File: src/rtl/qcpm_pkg.sv
package qcpm_pkg;
    localparam int unsigned PWM_LOW_DEF  = 1000;
    localparam int unsigned PWM_HIGH_DEF = 2000;
    localparam logic signed [31:0] ANG15_Q16      = 32'sd17157;
    localparam logic signed [31:0] HALF_SQRT2_Q16 = 32'sd46341;
    localparam logic signed [31:0] ONE_Q16        = 32'sd65536;
    localparam int unsigned NUM_REGS = 8;

    typedef enum logic [2:0] {
        REG_TILT_ANG   = 3'd0,
        REG_HEAD_ANG   = 3'd1,
        REG_TILT_P     = 3'd2,
        REG_TILT_I     = 3'd3,
        REG_TILT_D     = 3'd4,
        REG_HEAD_P     = 3'd5,
        REG_HEAD_I     = 3'd6,
        REG_HEAD_D     = 3'd7
    } reg_idx_t;

    localparam logic [31:0] REG_RESET [NUM_REGS] = '{
        32'd251658240, 32'd218103808, 32'd335544, 32'd6711,
        32'd167772, 32'd167772, 32'd10066, 32'd268435
    };

    typedef struct packed {
        logic        start;
        logic        gain_mode;
        logic [31:0] a;
        logic [32:0] b;
    } mul_req_t;

    function automatic logic signed [31:0] sat32(input logic signed [33:0] v);
        if (v > 34'sh0_7FFF_FFFF) begin
            return 32'sh7FFF_FFFF;
        end else if (v < -34'sh0_8000_0000) begin
            return 32'sh8000_0000;
        end
        return v[31:0];
    endfunction

    function automatic logic signed [31:0] add_s(input logic signed [31:0] a,
                                                 input logic signed [31:0] b);
        return sat32(34'(a) + 34'(b));
    endfunction

    function automatic logic signed [31:0] sub_s(input logic signed [31:0] a,
                                                 input logic signed [31:0] b);
        return sat32(34'(a) - 34'(b));
    endfunction
endpackage

File: src/rtl/qcpm_seq.sv
module qcpm_seq #(
    parameter int unsigned PWM_LOW  = qcpm_pkg::PWM_LOW_DEF,
    parameter int unsigned PWM_HIGH = qcpm_pkg::PWM_HIGH_DEF
) (
    input  logic                aclk,
    input  logic                aresetn,
    input  logic                start,
    input  logic [14:0]         thr_in,
    input  logic signed [15:0]  pcmd_in,
    input  logic signed [15:0]  rcmd_in,
    input  logic                arm_in,
    input  logic signed [15:0]  pang_in,
    input  logic signed [15:0]  rang_in,
    input  logic signed [15:0]  head_in,
    input  logic signed [15:0]  gx_in,
    input  logic signed [15:0]  gy_in,
    input  logic signed [15:0]  gz_in,
    input  logic [31:0]         gains [qcpm_pkg::NUM_REGS],
    output logic                finish,
    output logic [15:0]         pwm [4],
    output logic                armed,
    output qcpm_pkg::mul_req_t  mreq,
    input  logic signed [31:0]  mres,
    input  logic                mdone
);
    localparam logic [32:0] SPAN = 33'(PWM_HIGH - PWM_LOW);

    typedef enum logic [2:0] {S_IDLE, S_ISSUE, S_WAIT, S_MIX, S_PWM, S_DONE} state_t;
    typedef enum logic [4:0] {
        OP_PCMD, OP_RCMD, OP_SPP, OP_SPR, OP_SPY,
        OP_IP, OP_PP, OP_DP, OP_IR, OP_PR, OP_DR, OP_IY, OP_PY, OP_DY,
        OP_PT, OP_RT, OP_M0, OP_M1, OP_M2, OP_M3
    } op_t;

    state_t state_reg;
    op_t    op_reg;
    logic signed [31:0] integ_reg [3];
    logic signed [31:0] prev_reg [3];
    logic signed [15:0] hoff_reg;
    logic signed [31:0] t_reg [3];
    logic signed [31:0] e_reg [3];
    logic signed [31:0] out_reg [3];
    logic signed [31:0] pt_reg, rt_reg;
    logic signed [31:0] mot_reg [4];
    logic signed [31:0] thr, lim, a_sel;
    logic [32:0] b_sel;
    logic gm_sel;
    logic signed [31:0] ax_e, clamped, ai, mclamp;
    logic [1:0] ax;
    logic signed [16:0] yo;

    always_comb begin
        thr = {15'd0, thr_in, 2'b00};
        lim = {14'd0, thr_in, 3'b000};
        yo  = 17'(head_in) + 17'(hoff_reg);
        a_sel = '0; b_sel = '0; gm_sel = 1'b1; ax = 2'd0;
        unique case (op_reg)
            OP_PCMD: begin a_sel = 32'(pcmd_in) <<< 2; b_sel = 33'(qcpm_pkg::ANG15_Q16);
                gm_sel = 1'b0; end
            OP_RCMD: begin a_sel = 32'(rcmd_in) <<< 2; b_sel = 33'(qcpm_pkg::ANG15_Q16);
                gm_sel = 1'b0; end
            OP_SPP: begin a_sel = t_reg[0]; b_sel = {1'b0, gains[qcpm_pkg::REG_TILT_ANG]}; end
            OP_SPR: begin a_sel = t_reg[1]; b_sel = {1'b0, gains[qcpm_pkg::REG_TILT_ANG]}; end
            OP_SPY: begin a_sel = t_reg[2]; b_sel = {1'b0, gains[qcpm_pkg::REG_HEAD_ANG]}; end
            OP_IP: begin a_sel = e_reg[0]; b_sel = {1'b0, gains[qcpm_pkg::REG_TILT_I]}; end
            OP_PP: begin a_sel = e_reg[0]; b_sel = {1'b0, gains[qcpm_pkg::REG_TILT_P]}; end
            OP_DP: begin a_sel = qcpm_pkg::sub_s(e_reg[0], prev_reg[0]);
                b_sel = {1'b0, gains[qcpm_pkg::REG_TILT_D]}; end
            OP_IR: begin a_sel = e_reg[1]; b_sel = {1'b0, gains[qcpm_pkg::REG_TILT_I]};
                ax = 2'd1; end
            OP_PR: begin a_sel = e_reg[1]; b_sel = {1'b0, gains[qcpm_pkg::REG_TILT_P]};
                ax = 2'd1; end
            OP_DR: begin a_sel = qcpm_pkg::sub_s(e_reg[1], prev_reg[1]);
                b_sel = {1'b0, gains[qcpm_pkg::REG_TILT_D]}; ax = 2'd1; end
            OP_IY: begin a_sel = e_reg[2]; b_sel = {1'b0, gains[qcpm_pkg::REG_HEAD_I]};
                ax = 2'd2; end
            OP_PY: begin a_sel = e_reg[2]; b_sel = {1'b0, gains[qcpm_pkg::REG_HEAD_P]};
                ax = 2'd2; end
            OP_DY: begin a_sel = qcpm_pkg::sub_s(e_reg[2], prev_reg[2]);
                b_sel = {1'b0, gains[qcpm_pkg::REG_HEAD_D]}; ax = 2'd2; end
            OP_PT: begin a_sel = out_reg[0]; b_sel = 33'(qcpm_pkg::HALF_SQRT2_Q16);
                gm_sel = 1'b0; end
            OP_RT: begin a_sel = out_reg[1]; b_sel = 33'(qcpm_pkg::HALF_SQRT2_Q16);
                gm_sel = 1'b0; end
            OP_M0: begin a_sel = mclamp; b_sel = SPAN; gm_sel = 1'b0; end
            OP_M1: begin a_sel = mclamp; b_sel = SPAN; gm_sel = 1'b0; ax = 2'd1; end
            OP_M2: begin a_sel = mclamp; b_sel = SPAN; gm_sel = 1'b0; ax = 2'd2; end
            OP_M3: begin a_sel = mclamp; b_sel = SPAN; gm_sel = 1'b0; ax = 2'd3; end
            default: ;
        endcase
        ax_e = e_reg[ax];
        ai = qcpm_pkg::add_s(integ_reg[ax], mres);
        clamped = (ai > lim) ? lim : ((ai < -lim) ? -lim : ai);
        mclamp = mot_reg[ax] < 0 ? 32'sd0 :
                 (mot_reg[ax] > qcpm_pkg::ONE_Q16 ? qcpm_pkg::ONE_Q16 : mot_reg[ax]);
        mreq.start = (state_reg == S_ISSUE);
        mreq.gain_mode = gm_sel;
        mreq.a = a_sel;
        mreq.b = b_sel;
    end

    always_ff @(posedge aclk) begin
        if (!aresetn) begin
            state_reg <= S_IDLE;
            op_reg    <= OP_PCMD;
            finish    <= 1'b0;
            armed     <= 1'b0;
            hoff_reg  <= '0;
            for (int i = 0; i < 3; i++) begin
                integ_reg[i] <= '0;
                prev_reg[i]  <= '0;
            end
        end else begin
            finish <= 1'b0;
            unique case (state_reg)
                S_IDLE: begin
                    if (start) begin
                        if (!arm_in) begin
                            hoff_reg <= (head_in == -16'sd32768) ? 16'sd32767 : -head_in;
                            for (int i = 0; i < 3; i++) begin
                                integ_reg[i] <= '0;
                                prev_reg[i]  <= '0;
                            end
                            for (int k = 0; k < 4; k++) pwm[k] <= 16'(PWM_LOW);
                            armed     <= 1'b0;
                            state_reg <= S_DONE;
                        end else begin
                            t_reg[2]  <= -(32'(yo) <<< 4);
                            op_reg    <= OP_PCMD;
                            state_reg <= S_ISSUE;
                        end
                    end
                end
                S_ISSUE: state_reg <= S_WAIT;
                S_WAIT: begin
                    if (mdone) begin
                        state_reg <= S_ISSUE;
                        op_reg    <= op_t'(op_reg + 5'd1);
                        unique case (op_reg) inside
                            OP_PCMD: t_reg[0] <= qcpm_pkg::sub_s(mres, 32'(pang_in) <<< 4);
                            OP_RCMD: t_reg[1] <= qcpm_pkg::sub_s(mres, 32'(rang_in) <<< 4);
                            OP_SPP: e_reg[0] <= qcpm_pkg::sub_s(mres, 32'(gy_in) <<< 6);
                            OP_SPR: e_reg[1] <= qcpm_pkg::sub_s(mres, 32'(gx_in) <<< 6);
                            OP_SPY: e_reg[2] <= qcpm_pkg::sub_s(mres, 32'(gz_in) <<< 6);
                            OP_IP, OP_IR, OP_IY: integ_reg[ax] <= clamped;
                            OP_PP, OP_PR, OP_PY: out_reg[ax] <= qcpm_pkg::add_s(mres,
                                                                                integ_reg[ax]);
                            OP_DP, OP_DR, OP_DY: begin
                                out_reg[ax] <= qcpm_pkg::add_s(out_reg[ax], mres);
                                prev_reg[ax] <= ax_e;
                            end
                            OP_PT: pt_reg <= mres;
                            OP_RT: begin
                                rt_reg <= mres;
                                state_reg <= S_MIX;
                            end
                            OP_M0, OP_M1, OP_M2: pwm[ax] <= 16'(PWM_LOW) + mres[15:0];
                            OP_M3: begin
                                pwm[3] <= 16'(PWM_LOW) + mres[15:0];
                                armed <= 1'b1;
                                state_reg <= S_DONE;
                            end
                            default: ;
                        endcase
                    end
                end
                S_MIX: begin
                    mot_reg[0] <= qcpm_pkg::add_s(qcpm_pkg::sub_s(qcpm_pkg::add_s(thr, pt_reg),
                                  rt_reg), out_reg[2]);
                    mot_reg[1] <= qcpm_pkg::sub_s(qcpm_pkg::add_s(qcpm_pkg::add_s(thr, pt_reg),
                                  rt_reg), out_reg[2]);
                    mot_reg[2] <= qcpm_pkg::add_s(qcpm_pkg::add_s(qcpm_pkg::sub_s(thr, pt_reg),
                                  rt_reg), out_reg[2]);
                    mot_reg[3] <= qcpm_pkg::sub_s(qcpm_pkg::sub_s(qcpm_pkg::sub_s(thr, pt_reg),
                                  rt_reg), out_reg[2]);
                    op_reg    <= OP_M0;
                    state_reg <= S_ISSUE;
                end
                S_DONE: begin
                    finish    <= 1'b1;
                    state_reg <= S_PWM;
                end
                S_PWM: state_reg <= S_IDLE;
                default: state_reg <= S_IDLE;
            endcase
        end
    end
endmodule

File: config.mk
export PLATFORM = sky130hd
export DESIGN_NAME = qcpm_seq
export DESIGN_NICKNAME = d
export VERILOG_FILES = /design/src/rtl/qcpm_pkg.sv /design/src/rtl/qcpm_seq.sv
export SDC_FILE = /design/constraint.sdc
export NUM_CORES = 2
export LEC_CHECK = 0
export BUFFER_PORTS_ARGS = -buffer_cell sky130_fd_sc_hd__buf_4
export CAP_MARGIN = 40
export CORE_MARGIN = 4
export CORE_UTILIZATION = 30
export CTS_BUF_LIST = sky130_fd_sc_hd__clkbuf_16
export DETAILED_ROUTE_END_ITERATION = 8
export SETUP_SLACK_MARGIN = 0.15
export SYNTH_ARGS = -nofsm -noshare
export SYNTH_HDL_FRONTEND = slang
export SYNTH_SLANG_ARGS = --single-unit
File: constraint.sdc
create_clock -name aclk -period 14.23 [get_ports aclk]
set_input_delay 0.7115 -clock aclk [delete_from_list [all_inputs] [get_ports aclk]]
set_output_delay 0.7115 -clock aclk [all_outputs]
set_load 0.01 [all_outputs]
==> impl_metrics.yaml <==
power:
  swShare_pct: 33.5
  vdd.ir_drop.worst_uv: 96.8
  comb_power_share_pct: 27.3
  powerDensity_nw_per_um2: 90.4
  pwr-share-seq_pct: 37.4
  p_sw_w: 0.00250
  p_leak_nw: 34.1
  p_int_w: 0.00498
  p_clk_share_pct: 35.3
  power.total_w: 0.00748
global_routing:
  grt_pass1_vias: 63800
  overflow: 0
  grt_max_degree: 108
  grt_pass1_wl_um: 479000
  antenna_found_initial: 32
  globalRouteTotalUtil_pct: 27.2
die:
  die_h_um: 495
  dieArea_um2: 245000
  core-area_um2: 235000
  rows: 178
  die_x_um: 495
  start_util_pct: 30.2
  io_pins: 569
drt:
  wl_per_cell_um: 29.7
  first_pass_iters: 6
  avgViaCountPerCell: 5.77
  postRouteAntennaNets: 0
  vias: 67700
  drt_wl_total_um: 348000
  drt-initial-drc-count: 7682
  remaining_drc_errors: 0
logic_synthesis:
  synthTopCellsByArea: "edfxtp_1 34%, ha_1 11%, a21oi_1 5.1%"
  yosysWarnings: 0
  syn_avg_cell_area_um2: 8.83
  synth_ff_type: "edfxtp_1"
  synth_largest_area_cell: "edfxtp_1"
  synth_top_area_share_pct: 33.6
  ys_top_cells_by_count: "796 x edfxtp_1, 729 x a21oi_1, 651 x ha_1, 647 x nand2_1, 622 x nor2_1"
  ys_ff_latch: 822
  seq_area_frac_synth_pct: 34.4
  synth_edf_count: 796
  ys_types: 93
  netlist_area_um2: 71000
  syn_nets: 9150
  async_reset_ff_share_pct: 0
  syn_inst: 8043
  yosysMostFrequentCell: "edfxtp_1"
timing:
  rsz0062_at_grt: "no"
  clock_skew_ns: 0.0658
  maxSlewViolCount: 0
  relSlewSlack_pct: 12.5
  finalCritPeriodShare_pct: 88.1
  worstMarginPinSlew_ns: 1.31
  setup_viol: 0
  fmax_mhz: 79.7
  finalHoldViolCount: 0
  period_minus_slack_ns: 12.54
  fin_setup_tns_ns: 0
placed_design:
  dp_hpwl_um: 278000
  placed_area_um2: 79400
  port_buffers: 567
  gp_congestion: 1.04
final_layout:
  final_area_um2: 82700
  drive_above_1_share_pct: 11.8
  area_growth_pct: 16.4
  final_nets: 9590
clock_network:
  clk_path_buf_depth: 3
  clkSinkCount: 822
  h-tree-depth: 3
  cts_buffers: 98
  clkTransAtPathRegs_ns: 0.06
  cts-root-buf: "clkbuf_16"
  holdBufCountCts: 0
  clk_latency_ns: 0.77
  cts_tree: "done"
  ctsResizeCount: 0
  cts_setup_buffers: 0
setup_path:
  slowest_delay_ns: 0.69
  critPathLaunchType: "register"
  worstSetupEndpointType: "register"
  worst_path_max_delay_cell: "a2111oi_0"
  cp_data_arrival_time_ns: 13.00
  worstSetupPathType: "reg2reg"
  cp_max_fo: 25
  critPathRequiredTime_ns: 14.69
run:
  max_cap_violations: 0
outcome:
  outcome: "finished clean"
min_path:
  min_path_type: "in2reg"
[final timing paths]
kind	depth (start not counted)	start	slack, ns	end
worst max-delay path	45	pt_reg[0]	1.69	mot_reg[2][7]
worst min-delay path	3	start	0.25	state_reg[1]
worst max register to register	45	pt_reg[0]	1.69	mot_reg[2][7]
worst min register to register	2	armed	0.48	armed
[stage by stage]
step / util [%] / hold slack (ns) / worst slack, ns / instances
CTS: 35.1 / 0.201 / 1.83 / 11700
global route: 35.1 / 0.275 / 0.898 / 11700
floorplan: - / 0.483 / 3.88 / 8043
detailed placement: 33.7 / 0.476 / 1.40 / 11500
global placement: 33.5 / 0.451 / 1.38 / 11500
finish: 35.1 / 0.252 / 1.69 / 11700
[critical path: cells and delay by family (launching register included)]
kind	cells	cell delay, ns
and+or+nand+nor	9	2.36
xor gates and xnor gates	1	0.16
AOI/OAI and AO/OA	25	6.84
buffers and inverters	7	1.63
DFF	1	0.43
adders and majority gates	3	0.84
[metal layers]
layer	part of all wire (%)	global-route usage, %	vias to the layer above
met3	9.4	5.66	626
met5	0.020	0	-
met4	6.1	14.5	10
met1	40	34.7	33100
li1	-	-	30600
met2	45	43.1	3437
[cell families after synthesis]
kind of cell	Yosys count	share of synthesized area, %
other cells	1	0.00528
fa+ha+maj	786	13.6
xor+xnor	564	6.95
compound gates	2592	23.6
flops	822	34.4
simple gates	2317	15.6
buf+inv	919	4.96
mux	42	0.803
[power by group through the flow]
stage / Clock [W] / Sequential (W) / Combinational (W)
3_5_place_dp: 0 / 0.00285 / 0.00199
5_1_grt: 0.00277 / 0.00280 / 0.00219
2_1_floorplan: 0 / 0.00284 / 0.00123
6_report: 0.00264 / 0.00280 / 0.00204
4_1_cts: 0.00269 / 0.00280 / 0.00201
3_3_place_gp: 0 / 0.00285 / 0.00196
[layout make-up]
| class | count | area (um^2) |
|---|---|---|
| fill | 24100 | 153000 |
| multi-input combinational | 6302 | 43300 |
| sequential | 822 | 24400 |
| timing repair buffer | 717 | 5650 |
| tap | 3150 | 3940 |
| clock buffer | 100 | 2500 |
| inverter | 542 | 2030 |
| clock inverter | 83 | 807 |
| antenna | 16 | 40.0 |
[cell usage in the layout, fill, tap and decap left out, types with 22 or more instances in the layout]
cell and n:
a21o_1 277, o21a_1 92, xor2_1 180, ha_1 651, and3_1 190, a22o_1 60, inv_1 560, maj3_1 115
o21bai_1 109, nor2_1 609, a31oi_1 111, o31ai_1 44, o22ai_1 22, buf_4 693, clkbuf_16 100, or2_2 36
a211oi_1 105, mux2i_1 23, nand2b_1 101, a222oi_1 24, nand2_1 647, nor3_1 116, a211o_1 24, xnor2_1 382
or3_1 63, nor2_2 22, o21ai_0 490, a221oi_1 79, a22oi_1 139, a21boi_0 26, o211ai_1 58, edfxtp_1 796
and2_1 48, nor2b_1 85, a21oi_1 728, nand4_1 77, nor4_1 42, dfxtp_1 26, nand3_1 181
Power figures use the tool's default switching activity.
